## src/hdl/sadlm_pkg.sv

```systemverilog
// Shared types and constants for the longest prefix match access list.
// No dependencies.
package sadlm_pkg;
	localparam logic [2:0] OP_ADD_ALLOW = 3'd0;
	localparam logic [2:0] OP_DEL_ALLOW = 3'd1;
	localparam logic [2:0] OP_ADD_DENY  = 3'd2;
	localparam logic [2:0] OP_DEL_DENY  = 3'd3;
	localparam logic [2:0] OP_QUERY     = 3'd4;

	localparam logic [1:0] ST_OK        = 2'd0;
	localparam logic [1:0] ST_NOT_FOUND = 2'd1;
	localparam logic [1:0] ST_FULL      = 2'd2;
	localparam logic [1:0] ST_TOO_LONG  = 2'd3;

	typedef struct packed {
		logic [2:0]  operation;
		logic        is_ipv6;
		logic [63:0] address_high;
		logic [63:0] address_low;
		logic [7:0]  prefix_length;
	} req_t;

	typedef struct packed {
		logic [1:0] status;
		logic       access_allowed;
	} rsp_t;

	// classified command handed from front to back
	typedef struct packed {
		logic        is_query;
		logic        is_add;
		logic        is_deny;
		logic        too_long;
		logic        is_ipv6;
		logic [63:0] hi;
		logic [63:0] lo;
		logic [7:0]  prefix;
	} cmd_t;

	function automatic logic [127:0] prefix_mask(logic v6, logic [7:0] p);
		logic [127:0] m;
		m = '0;
		for (int i = 0; i < 128; i++) begin
			if (v6) m[127-i] = (8'(i) < p);
			else if (i < 32) m[31-i] = (8'(i) < p);
		end
		return m;
	endfunction
endpackage

```

## src/hdl/sadlm_front.sv

```systemverilog
// Front end: accepts requests, checks prefix, masks address into a command.
// Uses sadlm_pkg.
module sadlm_front import sadlm_pkg::*; (
	input  logic  clk,
	input  logic  arst_n,
	input  logic  in_valid,
	output logic  in_ready,
	input  req_t  in_req,
	output logic  cmd_valid,
	input  logic  cmd_ready,
	output cmd_t  cmd
);
	cmd_t cmd_q;
	logic vld_q;
	cmd_t c;
	logic [127:0] a, m;

	always_comb begin
		c = '0;
		c.is_ipv6 = in_req.is_ipv6;
		c.is_query = (in_req.operation == OP_QUERY);
		c.is_add = (in_req.operation == OP_ADD_ALLOW) || (in_req.operation == OP_ADD_DENY);
		c.is_deny = (in_req.operation == OP_ADD_DENY) || (in_req.operation == OP_DEL_DENY);
		c.too_long = (in_req.operation <= OP_DEL_DENY) &&
			(in_req.prefix_length > (in_req.is_ipv6 ? 8'd128 : 8'd32));
		c.prefix = in_req.prefix_length;
		a = in_req.is_ipv6 ? {in_req.address_high, in_req.address_low}
			: {96'd0, in_req.address_low[31:0]};
		// queries keep the full address; entries get masked here
		m = (c.is_query || in_req.operation > OP_QUERY) ? '1
			: prefix_mask(in_req.is_ipv6, in_req.prefix_length);
		{c.hi, c.lo} = a & m;
		if (in_req.operation > OP_QUERY) begin
			c.is_query = 1'b0; c.is_add = 1'b0; c.prefix = 8'd255; c.too_long = 1'b0;
		end
	end

	assign in_ready = !vld_q || cmd_ready;
	assign cmd_valid = vld_q;
	assign cmd = cmd_q;

	always_ff @(posedge clk or negedge arst_n) begin
		if (!arst_n) vld_q <= 1'b0;
		else if (in_ready) vld_q <= in_valid;
	end
	always_ff @(posedge clk) begin
		if (in_ready && in_valid) cmd_q <= c;
	end
endmodule

```

## config.mk

```make
export PLATFORM = sky130hd
export DESIGN_NAME = sadlm_front
export DESIGN_NICKNAME = d
export VERILOG_FILES = /design/src/hdl/sadlm_pkg.sv /design/src/hdl/sadlm_front.sv
export SDC_FILE = /design/constraint.sdc
export NUM_CORES = 1
export LEC_CHECK = 0
export ABC_AREA = 1
export BUFFER_PORTS_ARGS = -buffer_cell sky130_fd_sc_hd__buf_2
export CORE_ASPECT_RATIO = 0.9
export CORE_MARGIN = 10
export CORE_UTILIZATION = 45
export CTS_BUF_LIST = sky130_fd_sc_hd__clkbuf_4 sky130_fd_sc_hd__clkbuf_8
export DETAILED_ROUTE_END_ITERATION = 8
export MAX_ROUTING_LAYER = met4
export PLACE_DENSITY_LB_ADDON = 0.3
export SLEW_MARGIN = 20
export SYNTH_ARGS = -nofsm -noshare
export SYNTH_HDL_FRONTEND = slang
export SYNTH_SLANG_ARGS = --single-unit
```

## constraint.sdc

```tcl
create_clock -name clk -period 8 [get_ports clk]
set_input_delay 1.2 -clock clk [delete_from_list [all_inputs] [get_ports clk]]
set_output_delay 1.2 -clock clk [all_outputs]
set_load 0.01 [all_outputs]
```

### Yosys cells after proc, flatten, opt, wreduce, memory -nomap -nowiden

Index checks and enable logic that the tools add are counted.

* bits in writable memories: 0
* bits in read-only memories: 0
* output and inout bits: 143
* word-level logic and storage cells: 283
* memories kept: 0
* register bits: 142
* latch bits: 0

* reduce and logical (&&, ||, !) cells: 8
* shifts and indexed selects: 0
* multiplexer cells: 131
* divide/modulo/power cells: 0
* eq/ne operators: 3
* multiply operators: 0
* $add $sub $neg: 0
* magnitude comparators: 131
* bitwise logic cells: 1

Operators by type and width (count)
* $lt 7x8->1 const A: 64
* $lt 6x8->1 const A: 32
* $mux 128: 2
* $and 128x128->128: 1
* $lt 5x8->1 const A: 16
* $mux 1: 128
* $lt 4x8->1 const A: 8
* $lt 3x8->1 const A: 4
* $lt 1x8->1 const A: 2
* $lt 2x8->1 const A: 2
* $gt 8x8->1: 1
* $mux 8: 1
* $eq 3x2->1 const B: 2
* $logic_or 1x1->1: 4
* $eq 3x3->1 const B: 1
* $gt 3x3->1 const B: 1
* $le 3x2->1 const B: 1
* $logic_not 3->1: 1
* $logic_and 1x1->1: 2
* $logic_not 1->1: 1

### Logic depth before layout (Yosys ltp)

Gate-level depths: netlist of run 1.

* depth after elaboration: 4
* depth in mapped cells: 9
* depth with buffers taken out: 9

### Worst setup path after synthesis of run 1

No wires, ideal clock.

* path kind: input port to flip-flop
* from: in in_valid
* to: reg cmd_q (netlist bit cmd[0]), enable pin
* cell stages on the path: 2
* setup time: 0.688 ns
* arrival: 8.026 ns
* path slack: -0.714 ns
* path buffers: 0
* data required time: 7.312 ns
* cell sequence: inv_1 > a21oi_1

* cells in the longest elaborated chain, start to end: 1

RTL lines
* start, declared: RTL line sadlm_front.sv:6 `input logic in_valid,`
* $logic_and 1x1->1: RTL line sadlm_front.sv:47 `if (in_ready && in_valid) cmd_q <= c;`
* end signal, assigned: RTL line sadlm_front.sv:47
* end, declared: RTL line sadlm_front.sv:13 `cmd_t cmd_q;`

No other way between the ends.
A chain may end at the register's enable or synchronous reset.

==> impl_metrics.tcl, run 1 <==
set metrics [dict create \
    die_w_um 148.7 \
    finalMaxSlewViolations 0 \
    routed_via_density 5.200 \
    max_freq_mhz 304.3 \
    drc 0 \
    clockPowerShare_pct 30.5 \
    dpl.hpwl_um 18750 \
    cp-end-kind "flop" \
    timing_worst_setup_path_type "primary input to flop" \
    synthTopCellsByArea "edfxtp_1, nand2_1, a21oi_1" \
    ctsResizeCount 0 \
    first_global_vias 6128 \
    internal_power_mw 1.180 \
    rsz0062_at_grt "no" \
    synth-seq-cells 142 \
    drtAntennaViolNets 0 \
    start_util_pct 45.72 \
    synth_most_common_cell "nand2_1" \
    antenna_found_initial 6 \
    fin_crit_sh_pct 41.08 \
    ys.flop_type "edfxtp_1" \
    postSynthAreaPerCell_sq_um 10.14 \
    cpMostUsedCell "nand2_1" \
    rows 42 \
    slowest_stage "buf_4" \
    yosys-top-cells-count "nand2_1, edfxtp_1, nor2_1, inv_1, a21oi_1" \
    avgRoutedWirePerCell_um 21.28 \
    cts_tree "yes" \
    hold_violations 0 \
    period_needed_ps 3286 \
    io_buffers 286 \
    drive_gt1_share_pct 36.40 \
    p_seq_share_pct 54.1 \
    postCtsSetupBuffers 0 \
    dieArea_sq_mm 0.02019 \
    netlist_area_sq_mm 0.006704 \
    hp-class "primary input to async pin" \
    cts_root_buffer "clkbuf_8" \
    cp_max_fo 73 \
    clk_pin_slew_worst_paths_ps 80 \
    core_area_sq_mm 0.01466 \
    cts_buffer_depth 2 \
    finalSetupViolations 0 \
    p_per_area_mw_per_mm2 189.6 \
    comb_power_share_pct 15.4 \
    cap_violations 0 \
    worst_skew_pair.late_latency_ps 450 \
    synth_warnings 0 \
    p_sw_mw 0.4563 \
    cts_sinks 142 \
    synth_nets 807 \
    pre_cts_slack_ps 4251 \
    fin_util_pct 58.87 \
    synthCells 661 \
    async_flop_share_pct 0.7042 \
    p_leak_nw 3.985 \
    path_cells "buf_2 -> buf_4 -> inv_2 -> nor2_4 -> nor2_2 -> nand2_1 -> nand2_1 -> nor3b_1" \
    ys_types 35 \
    grt_max_degree 74 \
    relSlewSlack_pct 31.83 \
    start_kind "primary input" \
    io_pins 287 \
    grt_usage_pct 24.55 \
    finalWorstSetupSlack_ps 4714 \
    slowest_delay_ps 600 \
    vias 6037 \
    die_y_um 135.8 \
    worst_pin_slew_ps 1019 \
    grt-ovfl-total 0 \
    finClkSkew_ps 6.559 \
    dr.first_iter.drc_count 542 \
    grt_pass1_wl_um 36010 \
    cts_buffers 17 \
    cp.required_ps 8280 \
    tns_ps 0 \
    dr.pass1.iters 6 \
    sw_frac_of_total_pct 27.89 \
    vdd_drop_max_mv 0.1246 \
    wirelength_um 24710 \
    layout.nets 1089 \
    postCtsHoldBufs 0 \
    synth_largest_area_cell "edfxtp_1" \
    status "finished clean" \
    synth_top_area_share_pct 63.16 \
    routabilityCongestion 0.9022 \
    synth-edff-count 141 \
    areaGrowthSynthToFinish_pct 28.74 \
    ys_seq_area_share_pct 63.53 \
    htreeDepth 4 \
    worstPathArrival_ps 3560 \
]
## flip-flops by register name, indices dropped and copies added, names as in the netlist
signal     cells
cmd          141
cmd_valid      1
## layout by cell type (no fill, tap or decap), drive strengths merged
cell type	count
a21boi	27
a21oi	51
a31oi	4
and3	3
buf	289
clkbuf	20
clkinv	8
clkinvlp	5
dfrtp	1
diode	7
edfxtp	141
ha	2
inv	59
nand2	165
nand3	51
nand4	1
nor2	67
nor3	2
nor3b	7
nor4	1
o211ai	2
o21ai	45
o21bai	3
o22ai	1
o31ai	1
## critical path, delay by kind of cell
family	cells	cell delay, ps
and+or+nand+nor	5	1170
buffers and inverters	3	1120
## path summary, 6_finish.rpt
check                                   endpoint  slack, ps                   from  cells past startpoint
hold / removal             cmd_valid$_DFFE_PN0N_        510                 arst_n                      1
setup reg to reg               cmd[82]$_DFFE_PP_       5450  cmd_valid$_DFFE_PN0N_                      3
max in group asynchronous  cmd_valid$_DFFE_PN0N_       7410                 arst_n                      1
hold reg to reg            cmd_valid$_DFFE_PN0N_        580  cmd_valid$_DFFE_PN0N_                      2
min in group clk           cmd_valid$_DFFE_PN0N_        580  cmd_valid$_DFFE_PN0N_                      2
setup / recovery               cmd[73]$_DFFE_PP_       4710            in_req[136]                      8
## area by class of cell
cell class,instances,area [sq um]
antenna,7,17.52
clock buffer,20,256.5
clock inverter,12,73.82
fill,1370,6031
inverter,60,225.2
multi-input combinational,433,2097
sequential,142,4259
tap,198,247.7
timing repair buffer,289,1454
## stage by stage
stage	power [mW]	instances	hold WS [ps]	area, sq um
3_3_place_gp	1.150	1122	564.6	8283
4_1_cts	1.643	1154	482.9	8613
3_5_place_dp	1.155	1122	563.9	8283
5_1_grt	1.705	1160	476.2	8628
2_1_floorplan	1.036	661	631.4	6708
6_report	1.636	1161	505.1	8631
## power groups by stage
stage / clock (mW) / combinational (mW) / sequential [mW]
3_5_place_dp: 0 / 0.253 / 0.901
4_1_cts: 0.504 / 0.254 / 0.885
3_3_place_gp: 0 / 0.250 / 0.900
6_report: 0.499 / 0.252 / 0.885
2_1_floorplan: 0 / 0.105 / 0.931
5_1_grt: 0.538 / 0.279 / 0.888
## metal layers
metal,share of wire (%),global-route usage (%),up-vias
li1,-,-,2845
met2,49,39.11,332
met5,0,-,-
met3,12,9.920,21
met1,38,28.51,2839
met4,0.98,5.941,0
## cell families (layout without fill, tap and decap cells)
kind of cell | Yosys count | in the layout | synth area share (%)
AOI/OAI and AO/OA | 134 | 134 | 11.38
DFF | 142 | 142 | 63.53
and+or+nand+nor | 297 | 297 | 19.35
other | 0 | 7 | 0
adders and majority gates | 2 | 2 | 0.3732
buffers and inverters | 86 | 381 | 5.357
Power figures use the tool's default switching activity.
==> run 2: changes to the inputs <==
==> constraint.sdc (replaced) <==
create_clock -name clk -period 3 [get_ports clk]
set_input_delay 0.45 -clock clk [delete_from_list [all_inputs] [get_ports clk]]
set_output_delay 0.45 -clock clk [all_outputs]
set_load 0.01 [all_outputs]
==> run 2 against run 1 <==
Net effect: critical path depth fell by 1; largest power group unchanged; setup slack got worse by 3400 ps; hold slack got worse by 270 ps; final area rose by 1.4%; critical path type unchanged; cell count rose by 0.34%; critical endpoint is now cmd[9]$_DFFE_PP_.
==> impl_metrics.tcl, run 2 (same netlist as run 1, synthesis figures left out) <==
set metrics [dict create \
    critPathLaunch "in_req[3]" \
    period_needed_ps 1729 \
    p_leak_nw 4.060 \
    hold_violations 0 \
    rsz0062_at_grt "no" \
    finalSetupViolations 0 \
    cp_max_fo 10 \
    largest_register_ffs 141 \
    final_common_cell "buf_2" \
    first_global_vias 6141 \
    slowest_stage "nor2_1" \
    cts_root_buffer "clkbuf_8" \
    cts_buffer_depth 2 \
    dr.first_iter.drc_count 497 \
    grt-ovfl-total 0 \
    rows 42 \
    die_y_um 135.8 \
    timing_worst_setup_path_type "primary input to flop" \
    status "finished clean" \
    drtAntennaViolNets 0 \
    vdd_drop_max_mv 0.3202 \
    dr.pass1.iters 5 \
    cap_violations 0 \
    cpMostUsedCell "nand2_1" \
    grtUsageMet2_pct 38.34 \
    avgRoutedWirePerCell_um 21.12 \
    worst_pin_slew_ps 754.5 \
    drc 0 \
    hp-class "primary input to flop" \
    htreeDepth 4 \
    gr-usage-met1_pct 29.19 \
    start_kind "primary input" \
    grt_usage_pct 24.62 \
    start_util_pct 45.72 \
    fin_util_pct 59.70 \
    dpl.hpwl_um 19040 \
    grt_busiest_layer "met2" \
    routabilityCongestion 0.9789 \
    antenna_found_initial 3 \
    cp-end-kind "flop" \
    p_per_area_mw_per_mm2 520.4 \
    path_cells "buf_2 -> nand2_2 -> nor2_1 -> nand2_1 -> nand2_1 -> nand2_1 -> a21boi_1" \
    io_pins 287 \
    fin_crit_sh_pct 57.64 \
    finalMaxSlewViolations 0 \
    core_area_sq_mm 0.01466 \
    cts_tree "yes" \
    cts_sinks 142 \
    finClkSkew_ps 9.831 \
    vias 6150 \
    met3_usage_pct 10.02 \
    cp.required_ps 3310 \
    cts_buffers 17 \
    wirelength_um 24610 \
    max_freq_mhz 578.3 \
    worst_skew_pair.late_latency_ps 440 \
    drive_gt1_share_pct 36.90 \
    grt_pass1_wl_um 36240 \
    r2r-start "cmd_valid$_DFFE_PN0N_" \
    die_w_um 148.7 \
    io_buffers 286 \
    most-common-layout-cells "buf_2, nand2_1, edfxtp_1" \
    clk_pin_slew_worst_paths_ps 80 \
    slowest_delay_ps 620 \
    postCtsSetupBuffers 0 \
    cp_num_buf_inv 1 \
    relSlewSlack_pct 49.52 \
    holdCritStartpoint "in_valid" \
    hold_slack_ps 234.2 \
    routed_via_density 5.279 \
    worstPathArrival_ps 2040 \
    layout.nets 1095 \
    grt_max_degree 75 \
    crit_family "simple AND/OR/NAND/NOR gates" \
    areaGrowthSynthToFinish_pct 30.57 \
    dieArea_sq_mm 0.02019 \
]
==> run 2: changes by cell type in the layout (fill, tap and decap cells not counted), moves of 2 or more <==
cell / before / now
clkinvlp_4: 5 / 1
buf_4: 3 / 6
clkinv_4: 1 / 4
buf_12: 0 / 2
bufinv_16: 0 / 2
clkbuf_4: 3 / 1
diode_2: 7 / 5
inv_6: 0 / 2
==> run 2: final timing paths <==
check / end / slack (ps) / cells after the start
setup / recovery: cmd[9]$_DFFE_PP_ / 1270 / 7
hold / removal: cmd_valid$_DFFE_PN0N_ / 230 / 3
setup reg to reg: cmd[86]$_DFFE_PP_ / 1570 / 2
hold reg to reg: cmd_valid$_DFFE_PN0N_ / 580 / 2
max in group asynchronous: cmd_valid$_DFFE_PN0N_ / 2620 / 2
min in group asynchronous: cmd_valid$_DFFE_PN0N_ / 300 / 2
==> run 2: worst reg2reg max path, stage by stage, from the launching register on <==
cell and delay, ps:
dfrtp_1 420, a21oi_4 230, buf_12 360
==> run 2: routing by layer <==
layer | share of wire [%] | vias up
met5 | 0 | -
met4 | 1.2 | 0
met3 | 14 | 19
met2 | 47 | 369
met1 | 38 | 2893
li1 | - | 2869
==> run 2: final cells by class <==
type,instances,area (sq um)
Fill cell,1321,5908
Clock inverter,14,143.9
Clock buffer,18,241.5
Inverter,60,225.2
Timing Repair Buffer,295,1526
Tap cell,198,247.7
Sequential cell,142,4259
Multi-Input combinational cell,433,2097
Antenna cell,5,12.51
==> run 2: repair_timing <==
item | CTS | global route
endpoints found under the setup margin | 0 | 0
gates resized for setup | 0 | 0
hold buffers | 1 | 0
hold endpoints to repair | 1 | 0
==> run 2: power breakdown <==
part / internal (mW) / switching, mW
registers: 2.33 / 0.0303
logic: 0.242 / 0.443
clock network: 0.748 / 0.765
==> run 2: metrics by stage <==
step                setup TNS [ps]  std cells  setup WS [ps]  power, mW  instance area, sq um
floorplan                   -37910        661         -268.8      2.757                  6715
global placement                 0       1127          911.6      3.077                  8346
detailed placement               0       1127          870.5      3.087                  8346
CTS                              0       1160           1339      4.571                  8741
global route                     0       1163           1208      4.734                  8748
finish                           0       1165           1271      4.555                  8753
