File: src/hdl/sadlm_pkg.sv
// Shared types and constants for the longest prefix match access list.
// No dependencies.
package sadlm_pkg;
	localparam logic [2:0] OP_ADD_ALLOW = 3'd0;
	localparam logic [2:0] OP_DEL_ALLOW = 3'd1;
	localparam logic [2:0] OP_ADD_DENY  = 3'd2;
	localparam logic [2:0] OP_DEL_DENY  = 3'd3;
	localparam logic [2:0] OP_QUERY     = 3'd4;

	localparam logic [1:0] ST_OK        = 2'd0;
	localparam logic [1:0] ST_NOT_FOUND = 2'd1;
	localparam logic [1:0] ST_FULL      = 2'd2;
	localparam logic [1:0] ST_TOO_LONG  = 2'd3;

	typedef struct packed {
		logic [2:0]  operation;
		logic        is_ipv6;
		logic [63:0] address_high;
		logic [63:0] address_low;
		logic [7:0]  prefix_length;
	} req_t;

	typedef struct packed {
		logic [1:0] status;
		logic       access_allowed;
	} rsp_t;

	// classified command handed from front to back
	typedef struct packed {
		logic        is_query;
		logic        is_add;
		logic        is_deny;
		logic        too_long;
		logic        is_ipv6;
		logic [63:0] hi;
		logic [63:0] lo;
		logic [7:0]  prefix;
	} cmd_t;

	function automatic logic [127:0] prefix_mask(logic v6, logic [7:0] p);
		logic [127:0] m;
		m = '0;
		for (int i = 0; i < 128; i++) begin
			if (v6) m[127-i] = (8'(i) < p);
			else if (i < 32) m[31-i] = (8'(i) < p);
		end
		return m;
	endfunction
endpackage

File: src/hdl/sadlm_back.sv
// Back end: scans the table one entry a cycle and executes the command.
// Uses sadlm_pkg.
module sadlm_back import sadlm_pkg::*; #(
	parameter int TABLE_DEPTH = 32
) (
	input  logic clk,
	input  logic arst_n,
	input  logic cmd_valid,
	output logic cmd_ready,
	input  cmd_t cmd,
	output logic rsp_valid,
	input  logic rsp_ready,
	output rsp_t rsp
);
	localparam int IW = $clog2(TABLE_DEPTH);
	localparam logic [1:0] S_IDLE = 2'd0, S_SCAN = 2'd1, S_DONE = 2'd2;

	logic [1:0] state_q;
	cmd_t c_q;
	logic [IW:0] idx_q;
	logic [TABLE_DEPTH-1:0] valid_q;
	logic [IW-1:0] ri;
	logic e_deny, e_v6;
	logic [127:0] e_addr;
	logic [7:0] e_pfx;
	logic [1+1+128+8-1:0] mem [TABLE_DEPTH];
	logic [1+1+128+8-1:0] rd_q;
	logic rd_ok_q;
	logic hit_found_q, free_found_q, af_q, df_q;
	logic [IW-1:0] hit_q, free_q;
	logic [7:0] al_q, dl_q;
	logic rsp_v_q;
	rsp_t rsp_q;
	rsp_t rsp_d;
	logic [IW-1:0] rd_idx_q;
	logic match_ex, match_q;
	logic last_rd;
	logic done_go;

	assign ri = idx_q[IW-1:0];
	assign {e_deny, e_v6, e_addr, e_pfx} = rd_q;
	// a waiting response only holds the final write-back, not the next scan
	assign cmd_ready = (state_q == S_IDLE);
	assign done_go = (state_q == S_DONE) && (!rsp_v_q || rsp_ready);
	assign rsp_valid = rsp_v_q;
	assign rsp = rsp_q;

	assign match_ex = (e_deny == c_q.is_deny) && (e_v6 == c_q.is_ipv6) &&
		(e_pfx == c_q.prefix) && (e_addr == {c_q.hi, c_q.lo});
	assign match_q = (e_v6 == c_q.is_ipv6) &&
		((({c_q.hi, c_q.lo}) & prefix_mask(e_v6, e_pfx)) == e_addr);
	assign last_rd = rd_ok_q && (rd_idx_q == IW'(TABLE_DEPTH - 1));

	always_comb begin
		rsp_d = '0;
		if (c_q.is_query) begin
			rsp_d.access_allowed = !df_q || (af_q && (al_q > dl_q));
		end else if (c_q.too_long) begin
			rsp_d.status = ST_TOO_LONG;
		end else if (c_q.prefix == 8'd255) begin
			rsp_d.status = ST_OK;
		end else if (c_q.is_add) begin
			if (!hit_found_q && !free_found_q) rsp_d.status = ST_FULL;
		end else if (!hit_found_q) begin
			rsp_d.status = ST_NOT_FOUND;
		end
	end

	always_ff @(posedge clk) begin
		rd_q <= mem[ri];
		if (done_go && c_q.is_add && !c_q.too_long && !hit_found_q && free_found_q)
			mem[free_q] <= {c_q.is_deny, c_q.is_ipv6, c_q.hi, c_q.lo, c_q.prefix};
	end

	always_ff @(posedge clk or negedge arst_n) begin
		if (!arst_n) begin
			state_q <= S_IDLE;
			valid_q <= '0;
			rsp_v_q <= 1'b0;
			rsp_q <= '0;
			rd_ok_q <= 1'b0;
			c_q <= '0;
			idx_q <= '0;
			rd_idx_q <= '0;
			hit_found_q <= 1'b0; free_found_q <= 1'b0;
			hit_q <= '0; free_q <= '0;
			af_q <= 1'b0; df_q <= 1'b0; al_q <= '0; dl_q <= '0;
		end else begin
			if (done_go) rsp_v_q <= 1'b1;
			else if (rsp_ready) rsp_v_q <= 1'b0;
			case (state_q)
				S_IDLE: begin
					if (cmd_valid && cmd_ready) begin
						c_q <= cmd;
						idx_q <= '0;
						rd_ok_q <= 1'b0;
						hit_found_q <= 1'b0; free_found_q <= 1'b0;
						af_q <= 1'b0; df_q <= 1'b0; al_q <= '0; dl_q <= '0;
						state_q <= S_SCAN;
					end
				end
				S_SCAN: begin
					// issue read at idx, evaluate previous one
					if (idx_q < (IW+1)'(TABLE_DEPTH)) idx_q <= idx_q + 1'b1;
					rd_ok_q <= (idx_q < (IW+1)'(TABLE_DEPTH));
					rd_idx_q <= ri;
					if (rd_ok_q) begin
						if (!valid_q[rd_idx_q]) begin
							if (!free_found_q) begin
								free_found_q <= 1'b1; free_q <= rd_idx_q;
							end
						end else if (c_q.is_query) begin
							if (match_q) begin
								if (e_deny) begin
									df_q <= 1'b1;
									if (e_pfx > dl_q) dl_q <= e_pfx;
								end else begin
									af_q <= 1'b1;
									if (e_pfx > al_q) al_q <= e_pfx;
								end
							end
						end else if (match_ex && !hit_found_q) begin
							hit_found_q <= 1'b1; hit_q <= rd_idx_q;
						end
					end
					if (last_rd) state_q <= S_DONE;
				end
				S_DONE: begin
					// wait here while the previous response is still unclaimed
					if (done_go) begin
						rsp_q <= rsp_d;
						state_q <= S_IDLE;
						if (!c_q.is_query && !c_q.too_long && c_q.prefix != 8'd255) begin
							if (c_q.is_add) begin
								if (!hit_found_q && free_found_q) valid_q[free_q] <= 1'b1;
							end else if (hit_found_q) begin
								valid_q[hit_q] <= 1'b0;
							end
						end
					end
				end
				default: state_q <= S_IDLE;
			endcase
		end
	end
endmodule
File: config.mk
export PLATFORM = sky130hd
export DESIGN_NAME = sadlm_back
export DESIGN_NICKNAME = d
export VERILOG_FILES = /design/src/hdl/sadlm_pkg.sv /design/src/hdl/sadlm_back.sv
export SDC_FILE = /design/constraint.sdc
export NUM_CORES = 2
export LEC_CHECK = 0
export BUFFER_PORTS_ARGS = -buffer_cell sky130_fd_sc_hd__clkbuf_2
export CAP_MARGIN = 20
export CORE_MARGIN = 2
export CORE_UTILIZATION = 60
export DETAILED_ROUTE_END_ITERATION = 8
export PLACE_DENSITY = 0.73
export SLEW_MARGIN = 0
export SYNTH_ARGS = -nofsm -noshare
export SYNTH_HDL_FRONTEND = slang
export SYNTH_MEMORY_MAX_BITS = 65536
export SYNTH_SLANG_ARGS = --single-unit
File: constraint.sdc
create_clock -name clk -period 9.5 [get_ports clk]
set_clock_uncertainty 0.15 [all_clocks]
set_input_delay 1.425 -clock clk [delete_from_list [all_inputs] [get_ports clk]]
set_output_delay 1.425 -clock clk [all_outputs]
set_load 0.05 [all_outputs]
# After elaboration in Yosys (flattened, before gate mapping)
# Memories as Yosys holds them, arrays and structs flattened. A register that Yosys moved wholly into a read port is not among the register bits.
# Index checks and enable logic that the tools add are counted.
dict set report totals {
  register_bits 221
  mem_count 1
  mem_bits_ro 0
  wordCells 433
  mem_bits_rw 4416
  output_inout_bits 5
  latch_bits 0
}
# memory words width rd rd_ports_with_merged_regs write_ports line
set memory_table {}
lappend memory_table {mem 32 138 1 1 1 sadlm_back.sv:26} ;# logic [1+1+128+8-1:0] mem [TABLE_DEPTH];
dict set report classes {
  mul 0
  order_cmp 137
  n_div 0
  n_eq_ne 26
  shift 0
  n_bitwise 7
  muxes 192
  add_sub_neg 1
  reduce_logical 45
}
# cell n
set op_table {}
lappend op_table {{7-bit by 8-bit less-than comparator with 1-bit output, first input constant} 64}
lappend op_table {{128-bit equality test} 2}
lappend op_table {{6-bit by 8-bit less-than comparator with 1-bit output, first input constant} 32}
lappend op_table {{1-bit 2-to-1 mux} 154}
lappend op_table {{128-bit AND} 1}
lappend op_table {{5-bit by 8-bit less-than comparator with 1-bit output, first input constant} 16}
lappend op_table {{8-bit 2-to-1 mux} 13}
lappend op_table {{32-bit 2-to-1 mux} 3}
lappend op_table {{4-bit by 8-bit less-than comparator with 1-bit output, first input constant} 8}
lappend op_table {{32-bit AND} 1}
lappend op_table {{3-bit by 8-bit less-than comparator with 1-bit output, first input constant} 4}
lappend op_table {{32-bit NOT} 1}
lappend op_table {{32-bit bitwise OR} 1}
lappend op_table {{8-bit one-hot mux with 2 select lines} 2}
lappend op_table {{2-bit != test, second input constant} 14}
lappend op_table {{8-bit > comparator} 3}
lappend op_table {{1-bit logical AND} 19}
lappend op_table {{5-bit by 6-bit less-than comparator with 1-bit output, second input constant} 3}
lappend op_table {{1-bit by 8-bit less-than comparator with 1-bit output, first input constant} 2}
lappend op_table {{2-bit by 8-bit less-than comparator with 1-bit output, first input constant} 2}
lappend op_table {{2-bit 2-to-1 mux} 8}
lappend op_table {{8-bit AND reduction} 2}
lappend op_table {{7-bit AND reduction} 2}
lappend op_table {{6-bit 2-to-1 mux} 2}
lappend op_table {{other kinds (26)} 49}

# Longest topological paths before layout
dict set report depth {
  ltp_word 10
  ltp_mapped 15
  mapped_depth_nobuf 11
}

# Least setup slack after synthesis
# Ideal clock, no wire load.
dict set report synth_path {
  kind {input port to flip-flop}
  from {input rsp_ready}
  to {memory mem[31][0] (netlist name), enable pin}
  arrival_time_ps 7900
  path_stages 5
  n_path_buf 0
  setup_slack_ps 812
  cell_sequence {nand2b_1 > nand2b_1 > nor2_1 > nand3_1 > nor2_1}
}
dict set report synth_between {
  elab_chain_len 8
}
# item line
set synth_rtl {}
lappend synth_rtl {{start, declared} sadlm_back.sv:12} ;# input logic rsp_ready,
lappend synth_rtl {{1-bit logical OR} sadlm_back.sv:44} ;# assign done_go = (state_q == S_DONE) && (!rsp_v_q || rsp_ready);
lappend synth_rtl {{1-bit logical AND} sadlm_back.sv:44}
lappend synth_rtl {{1-bit logical AND (4 in a row)} sadlm_back.sv:71} ;# if (done_go && c_q.is_add && !c_q.too_long && !hit_found_q && free_found_q)
lappend synth_rtl {{1-bit 2-to-1 mux} sadlm_back.sv:71}
lappend synth_rtl {{1-bit 2-to-1 mux (implied by the code)} sadlm_back.sv:72} ;# mem[free_q] <= {c_q.is_deny, c_q.is_ipv6, c_q.hi, c_q.lo, c_q.prefix};
lappend synth_rtl {{end, declared} sadlm_back.sv:26}
# Every way passes these cells.

# Worst setup path in the final report
dict set report layout_path {
  from {register rd_q[4], read port of mem}
  to {register al_q[5]}
}
dict set report layout_between {
  elab_chain_len 7
  word_cells_on_any_way 263
  cone_classes {order compare (129); eq/ne (3); mux (128); bitwise (1); reduce/logical (2)}
}
# item line
set layout_rtl {}
lappend layout_rtl {{start, declared} sadlm_back.sv:27} ;# logic [1+1+128+8-1:0] rd_q;
lappend layout_rtl {{5-bit by 8-bit less-than comparator with 1-bit output, or another cell as far along} {sadlm_pkg.sv:44, sadlm_pkg.sv:45}}
lappend layout_rtl {{1-bit 2-to-1 mux} sadlm_pkg.sv:44} ;# if (v6) m[127-i] = (8'(i) < p);
lappend layout_rtl {{128-bit AND} sadlm_back.sv:51} ;# ((({c_q.hi, c_q.lo}) & prefix_mask(e_v6, e_pfx)) == e_addr);
lappend layout_rtl {{128-bit equality test} sadlm_back.sv:51}
lappend layout_rtl {{1-bit logical AND} sadlm_back.sv:50} ;# assign match_q = (e_v6 == c_q.is_ipv6) &&
lappend layout_rtl {{2-bit != test (no line)} --}
lappend layout_rtl {{8-bit AND reduction (no line) *} --}
lappend layout_rtl {{end signal, assigned} sadlm_back.sv:119} ;# if (e_pfx > al_q) al_q <= e_pfx;
lappend layout_rtl {{end, declared} sadlm_back.sv:31} ;# logic [7:0] al_q, dl_q;
# Mark *: on every way between the ends. The rest lies on a longest branch, timed or not.
# A chain may end at the register's enable or synchronous reset.

==> parameters.txt <==
Parameter                              Value

Outcome
  Outcome ... complete, no violations

Setup path
  Worst reg-to-reg setup slack ... 3710 ps
  Data arrival time at the worst-slack endpoint ... 6510 ps
  Delay of the slowest critical-path stage ... 830 ps
  Cell-by-cell listing of the critical path ... buf_4 > nand4bb_1 > o2111ai_1 > and3_1 > nand4_1 > or4_1 > or4_4 > nor4_4 > and4_1 > mux2i_1
  Startpoint-to-endpoint class of the critical path ... flip-flop to flip-flop
  Slowest cell on the critical path ... sky130_fd_sc_hd__nand4bb_1
  Worst Setup End Kind ... flip-flop
  Kind of start point of the critical path ... flip-flop
  Critical path data required time ... 10220 ps
  Largest fanout on the critical path ... 30

Route
  Vias/cell ... 6.97
  Detailed-route wire length per cell ... 39.9 um
  Number of routed nets with antenna violations ... 0
  Routed wire length ... 533000 um
  Remaining design rule violation count ... 0
  Number of detailed-routing iterations run before antenna repair ... 8
  First DRT Iteration DRCs ... 14.5k
  Via total after detailed routing ... 93.2k

Synthesis
  Netlist area before placement ... 185000 um2
  Commonest register cell after synthesis ... sky130_fd_sc_hd__edfxtp_1
  Post-synth EDFFs ... 4416
  Flip-flop and latch count after synthesis ... 4775
  Fraction of the yosys area taken by sequential cells ... 76.3%
  Yosys top cell area share ... 71.8%
  Dominant cell type by area after synthesis ... sky130_fd_sc_hd__edfxtp_1
  Nets in the synthesized netlist ... 8528
  Warnings, synthesis ... 0
  Async S/R FF share, synth ... 4.63%
  Mean Syn Cell Area ... 22.1 um2
  Cell with the most instances after synthesis ... sky130_fd_sc_hd__edfxtp_1
  Number of distinct library cell variants in the gate-level netlist after synthesis ... 89
  Post-Synthesis Cells ... 8358
  Most common library cells after synthesis ... sky130_fd_sc_hd__edfxtp_1, sky130_fd_sc_hd__mux4_2, sky130_fd_sc_hd__nand2_1
  Top area cells in the synthesized netlist ... sky130_fd_sc_hd__edfxtp_1, sky130_fd_sc_hd__mux4_2, sky130_fd_sc_hd__dfrtp_1

Worst hold path
  Type of the worst min-delay path ... input pin to asynchronous set/reset pin

Pwr
  Leakage dissipation ... 0.0721 uW
  Power Internal ... 33100 uW
  Seq pwr share ... 55.1%
  Cell area power density ... 198 nW/um2
  Peak supply drop ... 0.185 mV
  Clock network power share ... 44.7%
  Sw Share ... 19.4%
  Share of total power in combinational logic ... 0.1%
  Net Sw Power ... 7970 uW

CTS
  CTS tree ... yes
  TritonCTS sink count ... 4775
  Setup repair bufs after CTS ... 0
  Clock H-tree levels ... 5
  Longest Clk Path Bufs ... 4
  PostCTS Resize Cnt ... 0
  Clock latency reported for the late side of the worst-skew pair ... 1060 ps
  Number of buffers created by CTS ... 455
  Root buf cell ... sky130_fd_sc_hd__clkbuf_16
  Cts-stage hold buffer count ... 0
  Clock transition at the registers of the reported paths ... 70 ps

Timing
  Maximum clock frequency ... 173 MHz
  Tmin final ... 5790 ps
  Number of hold violations in the final report ... 0
  Setup Total Neg Slack ... 0 ps
  Max_slew headroom ... 20.0%
  Setup WS post-layout ... 3710 ps
  Final count of pins violating max slew ... 0
  Worst-margin pin slew ... 1200 ps
  Unrepaired setup endpoints after global routing ... no
  Setup violations, final ... 0
  Portion of the clock cycle consumed by the worst path in the final layout ... 60.9%

Global route
  Leftover overflow at the end of global routing ... 0
  GR Layer Usage met2 ... 55.0%
  Met3 usage ... 5.06%
  Met1 routing resource usage after global routing ... 50.1%
  Antenna violations before repair ... 38
  Total track usage ... 34.7%
  Global route hottest layer ... met2
  First-pass GRT wire length ... 741000 um
  Maximum number of pins on one net before global-route repair ... 139
  Number of global-route vias before repair ... 93.2k

Place
  Post-DP HPWL ... 306000 um
  Weighted congestion reported at the end of routability-driven placement ... 0.991
  Number of buffers inserted by port buffering ... 149
  Worst setup timing slack at the placement stage ... 3880 ps
  Placed cells ... 12.5k

Floorplan
  DIE AREA ... 312000 um2
  Area inside the core boundary ... 306000 um2
  I/O pin count ... 150
  Placement Rows ... 203
  Starting density of the core ... 60.3%
  Width of the chip ... 559 um
  Die height ... 559 um

Final layout
  Final #Nets ... 9026
  Post-synthesis to final-layout area growth ... 12.5%
  Fraction of final layout cells with drive strength greater than 1 ... 29.9%
  Final instance count without filler cells ... 13.4k
  Number of fill cells in the layout ... 18.3k

Job
  MaxCap Viol Count ... 0
==> flip-flops by register name (all words and copies together), names as in the netlist, 6 cells and up <==
| signal | count |
|---|---|
| dl_q | 8 |
| valid_q | 32 |
| rd_q | 138 |
| mem | 4416 |
| al_q | 8 |
| idx_q | 6 |
| c_q | 141 |
==> through the flow <==
step / hold slack (ps) / utilization (%) / cell area (um2) / total power (uW)
floorplan: 301 / - / 185000 / 23100
global placement: 313 / 62.7 / 192000 / 23100
detailed placement: 324 / 62.7 / 192000 / 23100
CTS: 183 / 67.8 / 207000 / 41200
global route: 246 / 67.8 / 208000 / 41900
finish: 202 / 67.8 / 208000 / 41000
==> placed cells by master, fill, tap and decap left out, types with 102 or more instances in the layout <==
master                      Yosys  final
sky130_fd_sc_hd__nand2_1      521    520
sky130_fd_sc_hd__edfxtp_1    4416   4416
sky130_fd_sc_hd__clkbuf_16      0    457
sky130_fd_sc_hd__dfrtp_1      221    209
sky130_fd_sc_hd__mux2_2       150    150
sky130_fd_sc_hd__mux4_2      1388   1388
sky130_fd_sc_hd__a21oi_1      102    102
sky130_fd_sc_hd__o21ai_0      111    111
sky130_fd_sc_hd__buf_4          2    274
sky130_fd_sc_hd__dfxtp_1      138    132
sky130_fd_sc_hd__clkbuf_2       1    148
sky130_fd_sc_hd__clkbuf_1     341    104
==> path summary, 6_finish.rpt <==
| path | from | end | depth (start not counted) |
|---|---|---|---|
| max | rd_q[4] | al_q[5] | 10 |
| min | arst_n | c_q[62] | 1 |
| max reg2reg | rd_q[4] | al_q[5] | 10 |
| min reg2reg | df_q | df_q | 2 |
| max in group asynchronous | arst_n | c_q[138] | 2 |
| min in group clk | df_q | df_q | 2 |
==> final cells by class <==
cell class              count  area (um2)  area share, %
flip-flops and latches   4775      141000           67.9
multi-input cells        3049       41900           20.2
clock buffers             608       12500           6.00
well taps                4100        5130           2.47
repair buffers            474        3890           1.87
clock inverters           254        2890           1.39
inverters                 101         379          0.183
diodes                     12        30.0         0.0145
==> power by group through the flow <==
stage,registers (uW),logic [uW],clock network (uW)
2_1_floorplan,23100,0.739,0
3_3_place_gp,23100,57.5,0
3_5_place_dp,23100,58.2,0
4_1_cts,22600,59.0,18500
5_1_grt,22600,64.7,19200
6_report,22600,58.8,18300
==> critical path, delay by kind of cell, from the launching register on <==
family / cells / cell delay [ps]
AOI/OAI and AO/OA: 1 / 490
buffers and inverters: 1 / 530
DFF: 1 / 690
muxes: 1 / 260
and+or+nand+nor: 7 / 3490
==> layer usage <==
metal  share of wire (%)  up-vias
li1                    -    36051
met1                  37    50073
met2                  49     6156
met3                  10      895
met4                 4.1        8
met5               0.010        -
==> kinds of logic after synthesis <==
| group | Yosys count | share of synthesized area, % |
|---|---|---|
| adder cells (fa/ha/maj) | 25 | 0.169 |
| buffers and inverters | 534 | 1.12 |
| flip-flops | 4775 | 76.3 |
| AND/OR/NAND/NOR | 895 | 2.26 |
| XOR/XNOR | 123 | 0.584 |
| AO/OA/AOI/OAI | 450 | 1.60 |
| multiplexers | 1556 | 17.9 |
Note: power is estimated with default switching activity, not from simulation.
